File: src/rtl/sm3_pkg.sv
// Package: SM3 constants, types and round helper functions.
`default_nettype none
package sm3_pkg;

  localparam int unsigned WordW     = 32;
  localparam int unsigned BlockWords = 16;
  localparam int unsigned Rounds    = 64;
  localparam logic [31:0] TLow  = 32'h79cc4519;
  localparam logic [31:0] THigh = 32'h7a879d8a;
  localparam logic [31:0] PadWord = 32'h80000000;
  localparam logic [7:0]  PadByte = 8'h80;

  localparam logic [31:0] Iv [8] = '{
    32'h7380166f, 32'h4914b2b9, 32'h172442d7, 32'hda8a0600,
    32'ha96f30bc, 32'h163138aa, 32'he38dee4d, 32'hb0fb0e4e
  };

  typedef enum logic [2:0] {
    ST_FILL,
    ST_ROUND,
    ST_FOLD,
    ST_PAD,
    ST_OUT
  } state_t;

  // controller -> datapath
  typedef struct packed {
    logic       load_word;   // write input word into block buffer
    logic       pad_word;    // write generated padding word
    logic       start;       // load round registers from chaining value
    logic       round;       // run one round
    logic       fold;        // xor round registers into chaining value
    logic       reset_cv;    // restore IV, clear length
    logic       shift_out;   // advance digest word pointer
  } dp_cmd_t;

  // datapath -> controller
  typedef struct packed {
    logic       block_full;  // sixteenth word just written
    logic       last_round;
    logic [3:0] fill;
    logic       pad_done;    // length low word written
  } dp_stat_t;

  function automatic logic [31:0] rotl(input logic [31:0] x, input logic [4:0] n);
    logic [63:0] d;
    d = {x, x} << n;
    return d[63:32];
  endfunction

  function automatic logic [31:0] p0(input logic [31:0] x);
    return x ^ rotl(x, 5'd9) ^ rotl(x, 5'd17);
  endfunction

  function automatic logic [31:0] p1(input logic [31:0] x);
    return x ^ rotl(x, 5'd15) ^ rotl(x, 5'd23);
  endfunction

endpackage
`default_nettype wire

File: src/rtl/sm3_if.sv
// Interfaces: input word channel and digest channel.
`default_nettype none
interface sm3_in_if;
  logic        valid;
  logic        ready;
  logic [31:0] data_word;
  logic [2:0]  bytes_valid;
  logic        is_last;
  modport source (output valid, data_word, bytes_valid, is_last, input ready);
  modport sink (input valid, data_word, bytes_valid, is_last, output ready);
endinterface

interface sm3_out_if;
  logic        valid;
  logic        ready;
  logic [31:0] digest_word;
  logic        digest_last;
  modport source (output valid, digest_word, digest_last, input ready);
  modport sink (input valid, digest_word, digest_last, output ready);
endinterface
`default_nettype wire

File: src/rtl/sm3_datapath.sv
// Datapath: block buffer, message expansion window, round registers, chaining value.
`default_nettype none
module sm3_datapath
  import sm3_pkg::*;
(
  input  wire logic        clk,
  input  wire logic        rst,
  input  wire dp_cmd_t     cmd,
  input  wire logic [31:0] data_word,
  input  wire logic [2:0]  bytes_valid,
  input  wire logic        is_last,
  output dp_stat_t         stat,
  output logic [31:0]      digest_word,
  output logic             digest_last
);

  logic [31:0] blk [16];
  logic [31:0] w [16];       // sliding expansion window, w[0] = W[j]
  logic [31:0] r [8];
  logic [31:0] cv [8];
  logic [3:0]  fill;
  logic [63:0] bit_len;
  logic [5:0]  rnd;
  logic [2:0]  out_idx;
  logic [31:0] t_rot;

  // final-word formatting
  logic [2:0]  nb;
  logic [31:0] keep, last_word, pad_val, wr_val;
  logic [63:0] len_next;
  logic [5:0]  len_add;

  logic [31:0] a12, ss1, ss2, f, g, tt1, tt2, w_new;
  logic        lo;

  // pad_word after a full final word first writes 0x80000000
  logic need_marker;
  // length high word sits at word 14; the low word may only follow it
  logic len_hi;

  always_comb begin
    nb = (bytes_valid > 3'd4) ? 3'd4 : bytes_valid;
    case (nb)
      3'd0: keep = 32'h00000000;
      3'd1: keep = 32'hff000000;
      3'd2: keep = 32'hffff0000;
      3'd3: keep = 32'hffffff00;
      default: keep = 32'hffffffff;
    endcase
    case (nb)
      3'd0: last_word = PadWord;
      3'd1: last_word = (data_word & keep) | 32'h00800000;
      3'd2: last_word = (data_word & keep) | 32'h00008000;
      3'd3: last_word = (data_word & keep) | {24'd0, PadByte};
      default: last_word = data_word;
    endcase
    len_add = is_last ? {nb, 3'b000} : 6'd32;
    len_next = bit_len + {58'd0, len_add};
    if (fill == 4'd14)                pad_val = bit_len[63:32];
    else if (fill == 4'd15 && len_hi) pad_val = bit_len[31:0];
    else                              pad_val = '0;
    wr_val = cmd.pad_word ? pad_val : last_word;
  end

  always_ff @(posedge clk) begin
    if (rst) begin
      fill <= '0;
      bit_len <= '0;
      need_marker <= 1'b0;
      len_hi <= 1'b0;
      out_idx <= '0;
      rnd <= '0;
      for (int i = 0; i < 8; i++) cv[i] <= Iv[i];
    end else begin
      if (cmd.load_word) begin
        blk[fill] <= is_last ? last_word : data_word;
        fill <= fill + 4'd1;
        bit_len <= len_next;
        need_marker <= is_last && (nb == 3'd4);
      end else if (cmd.pad_word) begin
        blk[fill] <= need_marker ? PadWord : wr_val;
        need_marker <= 1'b0;
        len_hi <= !need_marker && (fill == 4'd14);
        fill <= fill + 4'd1;
      end
      if (cmd.start) begin
        for (int i = 0; i < 8; i++) r[i] <= cv[i];
        for (int i = 0; i < 16; i++) w[i] <= blk[i];
        rnd <= '0;
        t_rot <= TLow;
      end else if (cmd.round) begin
        r[3] <= r[2]; r[2] <= rotl(r[1], 5'd9); r[1] <= r[0]; r[0] <= tt1;
        r[7] <= r[6]; r[6] <= rotl(r[5], 5'd19); r[5] <= r[4]; r[4] <= p0(tt2);
        for (int i = 0; i < 15; i++) w[i] <= w[i+1];
        w[15] <= w_new;
        rnd <= rnd + 6'd1;
        t_rot <= (rnd == 6'd15) ? rotl(THigh, 5'd16) : rotl(t_rot, 5'd1);
      end
      if (cmd.fold)
        for (int i = 0; i < 8; i++) cv[i] <= cv[i] ^ r[i];
      // pointer wraps to zero after the eighth word
      if (cmd.shift_out) out_idx <= out_idx + 3'd1;
      if (cmd.reset_cv) begin
        for (int i = 0; i < 8; i++) cv[i] <= Iv[i];
        fill <= '0;
        bit_len <= '0;
      end
    end
  end

  always_comb begin
    lo  = (rnd < 6'd16);
    a12 = rotl(r[0], 5'd12);
    ss1 = rotl(a12 + r[4] + t_rot, 5'd7);
    ss2 = ss1 ^ a12;
    f = lo ? (r[0] ^ r[1] ^ r[2]) : ((r[0] & r[1]) | (r[0] & r[2]) | (r[1] & r[2]));
    g = lo ? (r[4] ^ r[5] ^ r[6]) : ((r[4] & r[5]) | (~r[4] & r[6]));
    tt1 = f + r[3] + ss2 + (w[0] ^ w[4]);
    tt2 = g + r[7] + ss1 + w[0];
    w_new = p1(w[0] ^ w[7] ^ rotl(w[13], 5'd15)) ^ rotl(w[3], 5'd7) ^ w[10];
  end

  assign stat.block_full = (fill == 4'd15) && (cmd.load_word || cmd.pad_word);
  assign stat.last_round = (rnd == 6'(Rounds - 1));
  assign stat.fill       = fill;
  assign stat.pad_done   = cmd.pad_word && !need_marker && (fill == 4'd15) && len_hi;
  assign digest_word     = cv[out_idx];
  assign digest_last     = (out_idx == 3'd7);

endmodule
`default_nettype wire

File: src/rtl/sm3_ctrl.sv
// Controller: sequences fill, rounds, padding and digest readout.
`default_nettype none
module sm3_ctrl
  import sm3_pkg::*;
(
  input  wire logic     clk,
  input  wire logic     rst,
  input  wire logic     in_valid,
  input  wire logic     in_last,
  output logic          in_ready,
  output logic          out_valid,
  input  wire logic     out_ready,
  input  wire logic     digest_last,
  input  wire dp_stat_t stat,
  output dp_cmd_t       cmd
);

  state_t state, state_next;
  logic   finishing, finishing_next;
  // length words are written in the same block that ends padding
  logic   pad_written;
  logic   start_pend;

  always_ff @(posedge clk) begin
    if (rst) begin
      state <= ST_FILL;
      finishing <= 1'b0;
    end else begin
      state <= state_next;
      finishing <= finishing_next;
    end
  end

  always_comb begin
    state_next = state;
    finishing_next = finishing;
    case (state)
      ST_FILL: if (in_valid) begin
        if (stat.block_full) state_next = ST_ROUND;
        else if (in_last) state_next = ST_PAD;
        finishing_next = in_last;
      end
      ST_PAD: if (stat.pad_done || stat.block_full) state_next = ST_ROUND;
      ST_ROUND: if (stat.last_round) state_next = ST_FOLD;
      ST_FOLD: begin
        if (!finishing) state_next = ST_FILL;
        else if (stat.fill == 4'd0 && pad_written) state_next = ST_OUT;
        else state_next = ST_PAD;
      end
      ST_OUT: if (out_ready && digest_last) begin
        state_next = ST_FILL;
        finishing_next = 1'b0;
      end
      default: state_next = ST_FILL;
    endcase
  end

  always_ff @(posedge clk) begin
    if (rst) pad_written <= 1'b0;
    else if (state == ST_OUT) pad_written <= 1'b0;
    else if (stat.pad_done) pad_written <= 1'b1;
  end

  always_ff @(posedge clk) begin
    if (rst) start_pend <= 1'b0;
    else start_pend <= (state != ST_ROUND) && (state_next == ST_ROUND);
  end

  always_comb begin
    cmd = '0;
    in_ready = 1'b0;
    out_valid = 1'b0;
    case (state)
      ST_FILL: begin
        in_ready = 1'b1;
        cmd.load_word = in_valid;
      end
      ST_PAD: cmd.pad_word = 1'b1;
      ST_ROUND: begin
        cmd.start = start_pend;
        cmd.round = !start_pend;
      end
      ST_FOLD: cmd.fold = 1'b1;
      ST_OUT: begin
        out_valid = 1'b1;
        cmd.shift_out = out_ready;
        cmd.reset_cv = out_ready && digest_last;
      end
      default: ;
    endcase
  end

`ifndef SYNTHESIS
  a_no_both: assert property (@(posedge clk) disable iff (rst) !(in_ready && out_valid))
    else $error("input and output open together");
  a_cmd_excl: assert property (@(posedge clk) disable iff (rst)
    $countones({cmd.load_word, cmd.pad_word, cmd.round, cmd.fold}) <= 1)
    else $error("conflicting datapath commands");
  a_fold_after: assert property (@(posedge clk) disable iff (rst)
    cmd.fold |-> $past(state == ST_ROUND))
    else $error("fold without rounds");
`endif

endmodule
`default_nettype wire

File: src/rtl/sm3_hash_engine.sv
// Top level: SM3 hash engine.
// Words are taken one per cycle while a block fills; each full block then
// runs a load step and 64 rounds, one per cycle through a single round
// unit, and is folded into the chaining value before new words are taken.
// After the final word, padding words are written one per cycle and the
// last one or two blocks are compressed; the eight digest words then leave
// one per output transfer.
`default_nettype none
module sm3_hash_engine
  import sm3_pkg::*;
(
  input  wire logic clk,
  input  wire logic rst,
  sm3_in_if.sink    in_ch,
  sm3_out_if.source out_ch
);

  dp_cmd_t  cmd;
  dp_stat_t stat;

  sm3_ctrl u_ctrl (
    .clk(clk), .rst(rst),
    .in_valid(in_ch.valid), .in_last(in_ch.is_last), .in_ready(in_ch.ready),
    .out_valid(out_ch.valid), .out_ready(out_ch.ready),
    .digest_last(out_ch.digest_last), .stat(stat), .cmd(cmd)
  );

  sm3_datapath u_dp (
    .clk(clk), .rst(rst), .cmd(cmd),
    .data_word(in_ch.data_word), .bytes_valid(in_ch.bytes_valid),
    .is_last(in_ch.is_last), .stat(stat),
    .digest_word(out_ch.digest_word), .digest_last(out_ch.digest_last)
  );

endmodule
`default_nettype wire

File: src/flat_wrapper.sv
// flat-port wrapper written by rule: the top's interface ports become plain ports
module sm3_hash_engine_flat import sm3_pkg::*;
  (clk, rst, in_ch_valid, in_ch_data_word, in_ch_bytes_valid, in_ch_is_last, in_ch_ready, out_ch_valid, out_ch_digest_word, out_ch_digest_last, out_ch_ready);
  sm3_in_if in_ch_i ();
  sm3_out_if out_ch_i ();
  input  wire logic clk;
  input  wire logic rst;
  input wire logic [$bits(in_ch_i.valid)-1:0] in_ch_valid;
  input wire logic [$bits(in_ch_i.data_word)-1:0] in_ch_data_word;
  input wire logic [$bits(in_ch_i.bytes_valid)-1:0] in_ch_bytes_valid;
  input wire logic [$bits(in_ch_i.is_last)-1:0] in_ch_is_last;
  output wire logic [$bits(in_ch_i.ready)-1:0] in_ch_ready;
  output wire logic [$bits(out_ch_i.valid)-1:0] out_ch_valid;
  output wire logic [$bits(out_ch_i.digest_word)-1:0] out_ch_digest_word;
  output wire logic [$bits(out_ch_i.digest_last)-1:0] out_ch_digest_last;
  input wire logic [$bits(out_ch_i.ready)-1:0] out_ch_ready;
  assign in_ch_i.valid = in_ch_valid;
  assign in_ch_i.data_word = in_ch_data_word;
  assign in_ch_i.bytes_valid = in_ch_bytes_valid;
  assign in_ch_i.is_last = in_ch_is_last;
  assign in_ch_ready = in_ch_i.ready;
  assign out_ch_valid = out_ch_i.valid;
  assign out_ch_digest_word = out_ch_i.digest_word;
  assign out_ch_digest_last = out_ch_i.digest_last;
  assign out_ch_i.ready = out_ch_ready;
  sm3_hash_engine u_core (.clk(clk), .rst(rst), .in_ch(in_ch_i), .out_ch(out_ch_i));
endmodule
File: config.mk
export PLATFORM = sky130hd
export DESIGN_NAME = sm3_hash_engine_flat
export DESIGN_NICKNAME = d
export VERILOG_FILES = /design/src/rtl/sm3_pkg.sv /design/src/rtl/sm3_if.sv /design/src/rtl/sm3_datapath.sv /design/src/rtl/sm3_ctrl.sv /design/src/rtl/sm3_hash_engine.sv /design/src/flat_wrapper.sv
export SDC_FILE = /design/constraint.sdc
export NUM_CORES = 2
export LEC_CHECK = 0
export BUFFER_PORTS_ARGS = -buffer_cell sky130_fd_sc_hd__buf_2
export CORE_ASPECT_RATIO = 0.5
export CORE_MARGIN = 2
export CORE_UTILIZATION = 40
export CTS_CLUSTER_SIZE = 40
export DETAILED_ROUTE_END_ITERATION = 6
export PLACE_DENSITY = 0.59
export SLEW_MARGIN = 15
export SYNTH_ARGS = -nofsm -noshare
export SYNTH_HDL_FRONTEND = slang
export SYNTH_SLANG_ARGS = --single-unit
File: constraint.sdc
create_clock -name clk -period 57 [get_ports clk]
set_input_delay 11.4 -clock clk [delete_from_list [all_inputs] [get_ports clk]]
set_output_delay 11.4 -clock clk [all_outputs]
set_load 0.02 [all_outputs]
==> run summary <==
The placed cell count is 9095. The initial utilization of the core area, before any placement, comes to 0.404. In the synthesized netlist, the number of instances is 6591. The area of the core came out at 194000 um2. The clock period minus worst slack came out at 15.30 ns. Once layout is done, the placed cells without fillers occupy 87300 um2. Max-cap violations in this run came to 0. The largest fanout on the critical path is 34. The internal power of the cells is 2.40 mW.

The arrival time of the worst setup path is 3.90 ns. STA classifies the critical path endpoint as a primary output. The startpoint identified for the worst hold timing path is u_core.u_dp.rnd[1]$_SDFFE_PP0P_.

After detailed routing, the number of vias per cell comes to 5.34. The final period utilization came out at 0.268. Of the cells placed in the final design, the portion with a size suffix greater than 1 is 0.103. Of the total power, the share spent switching nets is 0.342. The synthesized netlist net count came out at 6922.

The total routed wirelength is 227000 um. The top-level I/O count came out at 75. The die covers 200000 um2. The proportion of synthesized flip-flops having asynchronous set or reset is 0.

The final RePlAce weighted congestion is 0.945. Setup repair after global routing left no endpoint under its margin. The worst min-delay path class is flop to flop. The number of flops mapped to enable cells by yosys is 1440. The share of the synthesized area in compound gates (AO/OA/AOI/OAI) came out at 0.0490. The flow ran to the end, and the final reports show no timing, DRC or antenna violations. At the pin with the least slew margin, the transition time is 1.28 ns. Of the total synthesized cell area, the portion taken by XOR and XNOR cells is 0.0790.

The clock reaches the later pin of the worst-skew pair after 0.85 ns. The number of library cell types mapped by synthesis is 66. The count of buffers from port buffering is 74.

Of the total synthesized cell area, the portion taken by full adders, half adders and majority gates is 0.0645. Across every metal layer, demand over resource in global routing totals 0.225. The capturing point of the worst reg2reg path is u_core.u_dp.r[0][31]$_DFFE_PP_. The total number of yosys warnings is 0. The number of standard cells in the final layout excluding fillers came out at 9380. The first-pass iteration count of the detailed router is 6. The worst register-to-register path begins at u_core.u_dp.r[0][21]$_DFFE_PP_. Of the total power, registers draw 0.382. The overall power after layout came out at 3.64 mW. The clock sink count came out at 1653.

The total standard cell area after synthesis is 78500 um2. The number of hold violations in the final report came out at 0. In this run the tightest slew margin relative to its limit is 0.142. Detailed placement ended at an HPWL of 148000 um. VDD sags by at most 0.0000621 V. The critical path launch point type is a flop. No sink is reached through more buffers than the 4 on the longest clock path. The register-to-register setup slack is 47.02 ns. The switching power total is 1.25 mW. The floorplan step set the die height to 317 um. The initial antenna violation count is 6. The worst setup path is of the flop to primary output kind.

The residual antenna-violating net count after detailed routing came out at 0. The total number of nets in the final design is 6984. The length in cells of the worst reg-to-reg path is 31. In the final routed layout, each cell accounts on average for 24.2 um.

The count of hold-fix buffers inserted at cts is 0. The number of synthesized register bits is 1653. The post-cts gate resize count is 0. The clock tree skew after final layout came out at 0.0802 ns. The max-slew violation count is 0. The tree is rooted in a clkbuf_16.

The leakage power came out at 31.8 nW. The via count of the first global-routing pass was 47200. Of the total power, the clock network draws 0.297. The share of total power in combinational logic is 0.321. The mean instance size in the synthesized netlist came out at 11.9 um2.

The post-synthesis mux area share came out at 0.0494. Of the total synthesized cell area, the portion taken by AND, OR, NAND and NOR gates is 0.130. The sum of negative setup slack came out at 0 ns. The number of instances on the worst hold path came out at 2. In the synthesized netlist the dominant register cell turns out to be edfxtp_1. The total power divided by cell area came out at 41.8 nW/um2.

The first global-routing pass estimated 330000 um of wire. The worst-case hold path end point is u_core.u_dp.rnd[1]$_SDFFE_PP0P_. In this run the post-CTS setup repair buffer count came out at 0.

Clock-pin slew was measured on the worst setup and hold paths at 0.06 ns. The antenna diode count is 0. At the worst endpoint, the required time is 45.60 ns.

The number of levels in the clock H-tree is 4. TritonCTS built the clock tree. The register area share after synthesis came out at 0.605. The number of rows in the core area is 114. In the routed design, unresolved DRC markers number 0. The CTS buffer count is 166. The area growth from synthesis to layout is 11.2%. In this run, the number of DRC markers left after iteration 0 of detailed routing was 5388. The upper clock frequency limit is 65.4 MHz. After global routing the overflow that remains totals 0. The maximum number of pins on one net before global-route repair came out at 184. The combinational family with the most area after synthesis is simple AND/OR/NAND/NOR gates. The setup violation total in the final timing report is 0. The cell area reported after detailed placement is 82100 um2. The routed via count is 50100.

The die width came out at 630 um.
[cells in the final DEF, fill, tap and decap left out, types with 10 or more instances in the layout]
| cell type | synthesis | routed |
|---|---|---|
| nor3_1 | 32 | 26 |
| o21ai_1 | 0 | 21 |
| and2_1 | 11 | 10 |
| a221oi_1 | 28 | 28 |
| xor2_1 | 243 | 241 |
| mux2i_1 | 26 | 26 |
| clkbuf_16 | 0 | 169 |
| nor2_4 | 0 | 13 |
| buf_4 | 1 | 89 |
| mux2_2 | 193 | 193 |
| mux4_2 | 64 | 64 |
| nand4_1 | 14 | 14 |
| o211ai_1 | 30 | 30 |
| xnor2_1 | 462 | 459 |
| and3_1 | 72 | 70 |
| clkbuf_1 | 255 | 42 |
| o21a_1 | 38 | 38 |
| a21o_1 | 41 | 41 |
| o31ai_1 | 26 | 26 |
| nand3_1 | 46 | 46 |
| nand2b_1 | 15 | 13 |
| o21ai_0 | 224 | 198 |
| dfxtp_1 | 213 | 210 |
| buf_2 | 3 | 74 |
| nor2_1 | 286 | 272 |
| o21bai_1 | 12 | 12 |
| a211oi_1 | 14 | 14 |
| nand2_1 | 2021 | 2019 |
| clkinv_1 | 1 | 28 |
| ha_1 | 102 | 102 |
| clkinv_2 | 0 | 14 |
| or3_1 | 29 | 28 |
| inv_1 | 192 | 192 |
| a31oi_1 | 10 | 10 |
| fa_1 | 189 | 189 |
| bufinv_16 | 0 | 12 |
| a21oi_1 | 155 | 154 |
| edfxtp_1 | 1440 | 1440 |
[cells in the mapped netlist (10+ instances only)]
cell | count | area [um2]
or3_1 | 29 | 181
a221oi_1 | 28 | 245
fa_1 | 189 | 3780
inv_1 | 192 | 721
mux2_2 | 193 | 2170
a211oi_1 | 14 | 105
nor2_1 | 286 | 1070
o31ai_1 | 26 | 195
edfxtp_1 | 1440 | 43200
o21ai_0 | 224 | 1120
nand4_1 | 14 | 87.6
buf_1 | 14 | 52.6
mux2i_1 | 26 | 260
and3_1 | 72 | 450
clkbuf_1 | 255 | 957
and2_1 | 11 | 68.8
a21oi_1 | 155 | 776
xor2_1 | 243 | 2130
a31oi_1 | 10 | 62.6
nand2_1 | 2021 | 7590
o211ai_1 | 30 | 225
xnor2_1 | 462 | 4050
nor3_1 | 32 | 160
ha_1 | 102 | 1280
o21a_1 | 38 | 285
dfxtp_1 | 213 | 4260
mux4_2 | 64 | 1440
o21bai_1 | 12 | 90.1
nand3_1 | 46 | 230
nand2b_1 | 15 | 93.8
a21o_1 | 41 | 308
[power by group through the flow]
| stage | sequential [mW] | clock (mW) | combinational (mW) |
|---|---|---|---|
| 2_1_floorplan | 1.44 | 0 | 0.765 |
| 3_3_place_gp | 1.42 | 0 | 1.15 |
| 3_5_place_dp | 1.42 | 0 | 1.15 |
| 4_1_cts | 1.39 | 1.10 | 1.16 |
| 5_1_grt | 1.40 | 1.14 | 1.24 |
| 6_report | 1.39 | 1.08 | 1.17 |
[worst max-delay path, cell delays in order, from the launching register on]
cell     delay [ns]
dfxtp_4        0.99
buf_4          0.84
mux4_2         0.73
mux2_2         0.34
buf_2          0.17
[area by class of cell]
type	count	area [um2]
clock buffers	219	4500
clock inverters	66	666
fillers	17700	107000
inverters	193	724
multi-input cells	4471	29400
flip-flops and latches	1653	47500
well taps	2610	3270
repair buffers	168	1140
[worst max path at each step]
stage	to	slack, ns
finish	out_ch_digest_word[24]	41.70
global route	out_ch_digest_word[24]	41.51
detailed placement	u_core.u_dp.r[0][5]$_DFFE_PP_	41.45
floorplan	u_core.u_dp.r[0][0]$_DFFE_PP_	11.46
CTS	out_ch_digest_word[24]	41.57
global placement	u_core.u_dp.w[0][380]$_DFFE_PP_	41.46
[layer usage]
metal,vias up,wire length (um),GRT usage
li1,22800,-,-
met1,25300,101000,0.326
met2,1777,101000,0.351
met3,280,18100,0.0415
met4,2,6220,0.0603
met5,-,13,0
[state kept, by name, indices dropped and copies added (netlist names), named ones only]
register	count
u_core.u_dp.out_idx	3
u_core.u_dp.rnd	6
u_core.u_dp.t_rot	32
u_core.u_dp.blk	512
u_core.u_dp.fill	4
u_core.u_ctrl.start_pend	1
u_core.u_dp.need_marker	1
u_core.u_dp.w	512
u_core.u_ctrl.finishing	1
u_core.u_dp.r	256
u_core.u_ctrl.state	3
u_core.u_dp.len_hi	1
u_core.u_dp.cv	256
u_core.u_ctrl.pad_written	1
u_core.u_dp.bit_len	61
[stage by stage]
stage	utilization	hold slack [ns]	setup slack (ns)
after floorplan	-	0.449	11.46
after global placement	0.423	0.458	41.46
after detailed placement	0.423	0.467	41.45
after CTS	0.449	0.476	41.57
after global routing	0.449	0.499	41.51
final	0.449	0.474	41.70
[cells by family after synthesis]
logic type                 Yosys count
AOI/OAI and AO/OA                  629
xor gates and xnor gates           706
adders and majority gates          291
buffers and inverters              467
DFF                               1653
muxes                              283
and+or+nand+nor                   2562
Power figures use the tool's default switching activity.
